[config.mk]
export PLATFORM = sky130hd
export DESIGN_NAME = ordered_process_table
export DESIGN_NICKNAME = d
export VERILOG_FILES = /design/src/rtl/opt_pkg.sv /design/src/rtl/opt_ram.sv /design/src/rtl/ordered_process_table.sv
export SDC_FILE = /design/constraint.sdc
export NUM_CORES = 1
export LEC_CHECK = 0
export BUFFER_PORTS_ARGS = -buffer_cell sky130_fd_sc_hd__buf_2
export CORE_MARGIN = 2
export CORE_UTILIZATION = 45
export CTS_CLUSTER_DIAMETER = 40
export CTS_CLUSTER_SIZE = 25
export DETAILED_ROUTE_END_ITERATION = 7
export GPL_TIMING_DRIVEN = 1
export PLACE_DENSITY_LB_ADDON = 0.2
export REMOVE_ABC_BUFFERS = 1
export SLEW_MARGIN = 10
export SYNTH_ARGS = -nofsm -noshare
export SYNTH_HDL_FRONTEND = slang
export SYNTH_SLANG_ARGS = --single-unit
[constraint.sdc]
create_clock -name clock -period 4 [get_ports clock]
set_input_delay 0.2 -clock clock [delete_from_list [all_inputs] [get_ports clock]]
set_output_delay 0.2 -clock clock [all_outputs]
set_load 0.02 [all_outputs]
[src/rtl/opt_pkg.sv]
// ----------------------------------------------------------------------------
// opt_pkg: shared definitions for the ordered process table
// Sizes, request modes, result status codes, the stored entry layout and the
// controller states used by the table.
// ----------------------------------------------------------------------------
package opt_pkg;

   // Table size and the widths that follow from it.
   localparam int MAX_PROCS = 16;
   localparam int IDX_W     = (MAX_PROCS > 1) ? $clog2(MAX_PROCS) : 1;
   localparam int CNT_W     = $clog2(MAX_PROCS + 1);

   // Field widths of a request and a result.
   localparam int MODE_W   = 3;
   localparam int ID_W     = 16;
   localparam int ST_W     = 3;
   localparam int STATUS_W = 2;
   localparam int HEAD_W   = ID_W + 1;

   // Request modes.
   typedef enum logic [MODE_W-1:0] {
      MODE_INSERT = 3'd0,
      MODE_UPDATE = 3'd1,
      MODE_REMOVE = 3'd2,
      MODE_QUERY  = 3'd3,
      MODE_HEAD   = 3'd4
   } mode_type;

   // Result status codes.
   typedef enum logic [STATUS_W-1:0] {
      STATUS_OK        = 2'd0,
      STATUS_NOT_FOUND = 2'd1,
      STATUS_FULL      = 2'd2
   } status_type;

   // One stored table entry.
   typedef struct packed {
      logic [ID_W-1:0] id;
      logic [ST_W-1:0] st;
   } entry_type;

   localparam int ENTRY_W = $bits(entry_type);

   // Controller states.
   typedef enum logic [2:0] {
      S_IDLE,
      S_SEARCH,
      S_SHIFT,
      S_HEAD,
      S_RESP
   } state_type;

endpackage

[src/rtl/opt_ram.sv]
// ----------------------------------------------------------------------------
// opt_ram: simple dual-port synchronous memory
// One write port and one read port; read data is registered and holds its
// value while no read is issued.
// ----------------------------------------------------------------------------
module opt_ram #(
   parameter int WIDTH = 8,
   parameter int DEPTH = 16,
   localparam int ADDR_W = (DEPTH > 1) ? $clog2(DEPTH) : 1
) (
   input  logic              clock,
   input  logic              wr_en,
   input  logic [ADDR_W-1:0] wr_addr,
   input  logic [WIDTH-1:0]  wr_data,
   input  logic              rd_en,
   input  logic [ADDR_W-1:0] rd_addr,
   output logic [WIDTH-1:0]  rd_data
);

   logic [WIDTH-1:0] mem_ff [DEPTH];
   logic [WIDTH-1:0] rd_data_ff;

   // Write port.
   always_ff @(posedge clock) begin
      if (wr_en) begin
         mem_ff[wr_addr] <= wr_data;
      end
   end

   // Registered read port.
   always_ff @(posedge clock) begin
      if (rd_en) begin
         rd_data_ff <= mem_ff[rd_addr];
      end
   end

   assign rd_data = rd_data_ff;

endmodule

[src/rtl/ordered_process_table.sv]
// ----------------------------------------------------------------------------
// ordered_process_table: insertion-ordered table of process entries
// Entries live in a dual-port memory and are walked one per cycle by a small
// controller: insert, update, remove, membership query and read head.
// ----------------------------------------------------------------------------
// One request at a time is processed. After a request is accepted, the
// controller walks the entry memory where the mode needs it, reads the head
// entry and then loads the result register. Insert, read head, the spare
// modes and any search on an empty table do not walk the table. Update and
// query visit one entry per cycle from the head until the first match or the
// last entry. A remove visits entries up to the match and then moves every
// later entry up one place at one entry per cycle. The next request is
// accepted once the result register is loaded. The single read port of the
// entry memory sets the pace of the walk. A finished result waits in its
// output register while the next request is already being worked on; only
// when that register still holds an untaken result does the controller wait
// for it before loading the next one.
module ordered_process_table (
   input  logic                                clock,
   input  logic                                reset,
   input  logic                                req_valid,
   output logic                                req_stall,
   input  logic [opt_pkg::MODE_W-1:0]          req_mode,
   input  logic [opt_pkg::ID_W-1:0]            req_process_id,
   input  logic [opt_pkg::ST_W-1:0]            req_new_state,
   output logic                                rsp_valid,
   input  logic                                rsp_stall,
   output logic [opt_pkg::STATUS_W-1:0]        rsp_status,
   output logic                                rsp_found,
   output logic signed [opt_pkg::HEAD_W-1:0]   rsp_head_id
);
   import opt_pkg::*;

   // Control state.
   state_type          state_ff, state_in;
   logic [CNT_W-1:0]   count_ff, count_in;
   logic [IDX_W-1:0]   idx_ff, idx_in;
   logic               rsp_valid_ff, rsp_valid_in;

   // Request and result working registers.
   mode_type           mode_ff, mode_in;
   logic [ID_W-1:0]    id_ff, id_in;
   logic [ST_W-1:0]    st_ff, st_in;
   status_type         status_ff, status_in;
   logic               found_ff, found_in;

   // Output registers.
   logic [STATUS_W-1:0]      rsp_status_ff, rsp_status_in;
   logic                     rsp_found_ff, rsp_found_in;
   logic signed [HEAD_W-1:0] rsp_head_ff, rsp_head_in;

   // Memory ports.
   logic               wr_en;
   logic [IDX_W-1:0]   wr_addr;
   entry_type          wr_entry;
   logic               rd_en;
   logic [IDX_W-1:0]   rd_addr;
   logic [ENTRY_W-1:0] rd_data;
   entry_type          rd_entry;

   // Helper terms.
   logic               req_accept;
   logic               out_free;
   logic               hit;
   logic [CNT_W:0]     idx_p1;
   logic [CNT_W:0]     idx_p2;
   logic [CNT_W:0]     count_x;
   logic               more_p1;
   logic               more_p2;
   mode_type           req_mode_t;
   status_type         miss_status;

   opt_ram #(
      .WIDTH (ENTRY_W),
      .DEPTH (MAX_PROCS)
   ) u_entries (
      .clock   (clock),
      .wr_en   (wr_en),
      .wr_addr (wr_addr),
      .wr_data (wr_entry),
      .rd_en   (rd_en),
      .rd_addr (rd_addr),
      .rd_data (rd_data)
   );

   assign rd_entry    = entry_type'(rd_data);
   assign req_mode_t  = mode_type'(req_mode);
   assign req_accept  = req_valid && !req_stall;
   assign out_free    = !rsp_valid_ff || !rsp_stall;
   assign hit         = (rd_entry.id == id_ff);
   assign idx_p1      = (CNT_W + 1)'(idx_ff) + (CNT_W + 1)'(1);
   assign idx_p2      = (CNT_W + 1)'(idx_ff) + (CNT_W + 1)'(2);
   assign count_x     = (CNT_W + 1)'(count_ff);
   assign more_p1     = (idx_p1 < count_x);
   assign more_p2     = (idx_p2 < count_x);
   // A query that misses still reports success; only found tells the answer.
   assign miss_status = (mode_ff == MODE_QUERY) ? STATUS_OK : STATUS_NOT_FOUND;

   // Next controller state.
   always_comb begin
      state_in = state_ff;
      case (state_ff)
         S_IDLE: begin
            if (req_accept) begin
               if ((req_mode_t inside {MODE_UPDATE, MODE_REMOVE, MODE_QUERY}) &&
                   (count_ff != '0)) begin
                  state_in = S_SEARCH;
               end else begin
                  state_in = S_HEAD;
               end
            end
         end
         S_SEARCH: begin
            if (hit) begin
               state_in = ((mode_ff == MODE_REMOVE) && more_p1) ? S_SHIFT : S_HEAD;
            end else begin
               state_in = more_p1 ? S_SEARCH : S_HEAD;
            end
         end
         S_SHIFT: begin
            state_in = more_p2 ? S_SHIFT : S_HEAD;
         end
         S_HEAD: begin
            state_in = S_RESP;
         end
         S_RESP: begin
            if (out_free) begin
               state_in = S_IDLE;
            end
         end
         default: begin
            state_in = S_IDLE;
         end
      endcase
   end

   // Memory accesses and working register updates for each state.
   always_comb begin
      count_in      = count_ff;
      idx_in        = idx_ff;
      mode_in       = mode_ff;
      id_in         = id_ff;
      st_in         = st_ff;
      status_in     = status_ff;
      found_in      = found_ff;
      rsp_status_in = rsp_status_ff;
      rsp_found_in  = rsp_found_ff;
      rsp_head_in   = rsp_head_ff;
      rsp_valid_in  = rsp_valid_ff && rsp_stall;
      wr_en         = 1'b0;
      wr_addr       = idx_ff;
      wr_entry      = '{id: id_ff, st: st_ff};
      rd_en         = 1'b0;
      rd_addr       = '0;

      case (state_ff)
         S_IDLE: begin
            if (req_accept) begin
               mode_in   = req_mode_t;
               id_in     = req_process_id;
               st_in     = req_new_state;
               status_in = STATUS_OK;
               found_in  = 1'b0;
               idx_in    = '0;
               case (req_mode_t)
                  MODE_INSERT: begin
                     // Append at the tail unless every slot is taken.
                     if (count_ff == CNT_W'(MAX_PROCS)) begin
                        status_in = STATUS_FULL;
                     end else begin
                        wr_en    = 1'b1;
                        wr_addr  = count_ff[IDX_W-1:0];
                        wr_entry = '{id: req_process_id, st: req_new_state};
                        count_in = count_ff + CNT_W'(1);
                     end
                  end
                  MODE_UPDATE, MODE_REMOVE, MODE_QUERY: begin
                     // Start the walk at the head, or miss at once on an empty table.
                     if (count_ff != '0) begin
                        rd_en   = 1'b1;
                        rd_addr = '0;
                     end else if (req_mode_t != MODE_QUERY) begin
                        status_in = STATUS_NOT_FOUND;
                     end
                  end
                  default: begin
                     status_in = STATUS_OK;
                  end
               endcase
            end
         end

         S_SEARCH: begin
            if (hit) begin
               case (mode_ff)
                  MODE_UPDATE: begin
                     wr_en    = 1'b1;
                     wr_addr  = idx_ff;
                     wr_entry = '{id: id_ff, st: st_ff};
                  end
                  MODE_QUERY: begin
                     found_in = 1'b1;
                  end
                  MODE_REMOVE: begin
                     // Fetch the follower to move up, or drop the tail directly.
                     if (more_p1) begin
                        rd_en   = 1'b1;
                        rd_addr = idx_p1[IDX_W-1:0];
                     end else begin
                        count_in = count_ff - CNT_W'(1);
                     end
                  end
                  default: begin
                     found_in = 1'b0;
                  end
               endcase
            end else if (more_p1) begin
               rd_en   = 1'b1;
               rd_addr = idx_p1[IDX_W-1:0];
               idx_in  = idx_p1[IDX_W-1:0];
            end else begin
               status_in = miss_status;
            end
         end

         S_SHIFT: begin
            // Move the fetched entry up one place and fetch the next one, if any.
            wr_en    = 1'b1;
            wr_addr  = idx_ff;
            wr_entry = rd_entry;
            idx_in   = idx_p1[IDX_W-1:0];
            if (more_p2) begin
               rd_en   = 1'b1;
               rd_addr = idx_p2[IDX_W-1:0];
            end else begin
               count_in = count_ff - CNT_W'(1);
            end
         end

         S_HEAD: begin
            rd_en   = 1'b1;
            rd_addr = '0;
         end

         S_RESP: begin
            // Load the result once the output register is free.
            if (out_free) begin
               rsp_valid_in  = 1'b1;
               rsp_status_in = status_ff;
               rsp_found_in  = found_ff;
               if (count_ff == '0) begin
                  rsp_head_in = '1;
               end else begin
                  rsp_head_in = {1'b0, rd_entry.id};
               end
            end
         end

         default: begin
            rd_en = 1'b0;
         end
      endcase
   end

   // Handshake outputs.
   always_comb begin
      req_stall   = (state_ff != S_IDLE);
      rsp_valid   = rsp_valid_ff;
      rsp_status  = rsp_status_ff;
      rsp_found   = rsp_found_ff;
      rsp_head_id = rsp_head_ff;
   end

   // Control registers.
   always_ff @(posedge clock) begin
      if (reset) begin
         state_ff     <= S_IDLE;
         count_ff     <= '0;
         idx_ff       <= '0;
         rsp_valid_ff <= 1'b0;
      end else begin
         state_ff     <= state_in;
         count_ff     <= count_in;
         idx_ff       <= idx_in;
         rsp_valid_ff <= rsp_valid_in;
      end
   end

   // Payload registers.
   always_ff @(posedge clock) begin
      mode_ff       <= mode_in;
      id_ff         <= id_in;
      st_ff         <= st_in;
      status_ff     <= status_in;
      found_ff      <= found_in;
      rsp_status_ff <= rsp_status_in;
      rsp_found_ff  <= rsp_found_in;
      rsp_head_ff   <= rsp_head_in;
   end

endmodule
==> run metrics <==
initial core utilization=0.459; Max stage delay cell, worst path=a21o_4; Finished Core Util=0.548; non-filler cells, final=around 1400; # fillers=between 2000 and 2500; Most used DFF post-synth=edfxtp_1; most common cell after layout, fill and taps aside=edfxtp_1; drt drc=0; Netlist cell types=65; Synth top area share=0.691; placed cells=around 1300; post-layout min period=3.73 ns; setup TNS=0 ns; Worst R2R Path Depth=12; Req. time, crit path=4.29 ns; Seq/Total Area, Yosys=0.710; arrival time of the worst setup path=4.01 ns; diode count=0; Final Hold Vio Count=0; Worst-Skew Late Latency=0.55 ns; period utilisation layout=0.932; Synth async-reset ratio=0; post-synthesis cell count=slightly below 900; Final Setup Violations=0; Die X=between 150 and 200 um; largest cells by area after synthesis=edfxtp_1 (69%), mux2i_1 (7.2%), nand2_1 (2.3%); Critical Path Start Type=flop; detailed placement HPWL=around 19 mm; R2R Path Start=idx_ff[1]$_SDFFE_PP0P_; GRT Total Usage=0.212; Avg Cell Area, Syn=around 15 sq um; DR pass1 iterations=5; Ys Warns=0; DR iter-0 viols=just under 700; total CTS buffers=43; VDD IR max=about 0.38 mV; max-slew violations=0; Crit. End Element=flop; Site Rows=63; RSZ-0062 raised after global routing=false; CTS H-Tree Depth=2; initial antenna violation count=0; leading area contributor after synthesis=edfxtp_1; DIE HEIGHT=about 180 um; mapped cell area=roughly 0.014 sq mm; Worst Setup SP=idx_ff[1]$_SDFFE_PP0P_; remaining antenna violation count after routing=0; gr ovfl total=0; setup bufs post-CTS=0; crit path cell chain=ha_1 -> xor2_1 -> ha_1 -> o211ai_1 -> o21ai_1 -> a211oi_4 -> o21ai_1 -> a21o_4 -> buf_12 -> mux2i_1 -> a22oi_1 -> and4_1; Max FO, Critical Path=40; Final WS setup=about 0.27 ns; GPL Wtd Cong=~0.84; fin nets=~1100; clk buf depth=3; f_max=268 MHz; EDFF count, synth=roughly 310; r2r endpoint=u_entries.rd_data[11]$_DFFE_PP_; status=finished clean; max cap viols=0; vias in the first global route=~8000; die footprint=approximately 0.032 sq mm; Post-Route WL=32.8 mm; Ports=48; Place WS=~0.25 ns; worst setup path category=reg -> reg; CTS root buf=clkbuf_16; Hold Path Class=in -> reg; number of vias per cell=~5.6; first-pass GRT wire length=approximately 50 mm; share of cells above drive strength 1=0.220; largest net degree at the start of global routing=41; FF+latch count, synth=327; CTS sink count=between 300 and 400; actual transition at the worst max-transition pin=approximately 1.1 ns; CTS tree=built; Worst R2R Setup Slack=0.27 ns; PortBufs=44; most frequent cells in the layout=edfxtp_1 (314), mux2i_1 (98), nand2_1 (84), nor2_1 (48), buf_4 (47); area grow syn2layout=19.4%; LEAKAGE=approximately 6 nW; worst stage delay on the critical path=between 0.4 and 0.5 ns; worst setup path endpoint=u_entries.rd_data[11]$_DFFE_PP_; Routed wire per std cell=about 23 um; Slew headroom=0.286; clk slew on worst S/H paths=0.06 ns; Power per Cell Area=757 mW/mm^2; worst clock skew=0.0280 ns; Core Area=just under 0.03 sq mm; total number of vias=8038
==> metrics by stage <==
step	instance area [sq um]	power [W]	hold slack, ns
6_report	16300	0.0123	0.0140
5_1_grt	16300	0.0129	0.0321
4_1_cts	16300	0.0124	0.00420
3_5_place_dp	14700	0.00868	0.396
3_3_place_gp	14700	0.00860	0.396
2_1_floorplan	13400	0.00750	0.269
==> cell type report <==
class | count | area [sq um] | area share
well taps | 390 | 488 | 0.0300
flip-flops and latches | 327 | 9690 | 0.595
clock buffers | 48 | 1120 | 0.0685
multi-input cells | 511 | 3790 | 0.233
clock inverters | 32 | 297 | 0.0182
repair buffers | 115 | 853 | 0.0524
inverters | 13 | 48.8 | 0.00300
==> repair_timing <==
| item | in CTS | in global routing |
|---|---|---|
| endpoints found under the hold margin | 20 | 0 |
| resized for setup | 0 | 1 |
| hold buffers | 20 | 0 |
| setup endpoints to repair | 0 | 1 |
==> flip-flops by register name, summed over array words and instances, names as in the netlist <==
name               flops
u_entries.mem_ff     256
rsp_head_id           17
id_ff                 16
u_entries.rd_data     16
count_ff               5
idx_ff                 4
mode_ff                3
state_ff               3
rsp_status             2
status_ff              2
found_ff               1
rsp_found              1
rsp_valid              1
==> how the worst min path moves through the flow <==
stage	slack, ns	to	startpoint	cells past startpoint
finish	0.01	count_ff[3]$_SDFFE_PP0P_	reset	2
global route	0.03	count_ff[4]$_SDFFE_PP0P_	reset	2
CTS	0.004	idx_ff[0]$_SDFFE_PP0P_	reset	2
detailed placement	0.40	id_ff[7]$_DFFE_PP_	req_process_id[7]	1
global placement	0.40	id_ff[9]$_DFFE_PP_	req_process_id[9]	1
floorplan	0.27	idx_ff[1]$_SDFFE_PP0P_	reset	1
==> routing by layer <==
metal | routed length (um) | track usage | vias to the layer above | share of wire
li1 | - | - | 3722 | -
met1 | 14300 | 0.283 | 4006 | 0.44
met2 | 15900 | 0.357 | 250 | 0.48
met3 | 1730 | 0.0332 | 60 | 0.053
met4 | 829 | 0.0618 | 0 | 0.025
met5 | 0 | 0 | - | 0
==> power breakdown <==
group	switching (W)	total [W]	internal (W)	leakage, nW
clock network	0.00160	0.00371	0.00211	0.680
logic	0.00240	0.00374	0.00133	2.41
registers	0.000200	0.00488	0.00468	2.94
total	0.00421	0.0123	0.00812	6.03
==> worst max-delay path, delay by kind of cell, from the launching register on <==
family / cells / cell delay (ns)
AOI/OAI and AO/OA: 6 / 1.37
and+or+nand+nor: 1 / 0.23
adders and majority gates: 2 / 0.48
buffers and inverters: 1 / 0.33
muxes: 1 / 0.24
DFF: 1 / 0.44
xor gates and xnor gates: 1 / 0.36
==> kinds of logic (layout without fill, tap and decap cells) <==
group,Yosys count,count (layout),share of synthesized area
xor gates and xnor gates,27,27,0.0173
adders and majority gates,14,14,0.0134
buffers and inverters,53,208,0.0179
AOI/OAI and AO/OA,134,134,0.0745
DFF,327,327,0.710
and+or+nand+nor,238,238,0.0947
muxes,98,98,0.0719
==> cells in the mapped netlist, drive strengths merged, types with 7 or more instances <==
cell type  count
edfxtp       314
mux2i         98
nand2         84
nor2          64
a32oi         34
a22oi         32
buf           23
xor2          20
a21oi         19
clkbuf        17
or2           17
and4          16
nor3          16
o22ai         16
dfxtp         13
ha            13
inv           13
o21ai         10
a31oi          7
and3           7
xnor2          7
(Power assumes the default switching activity.)
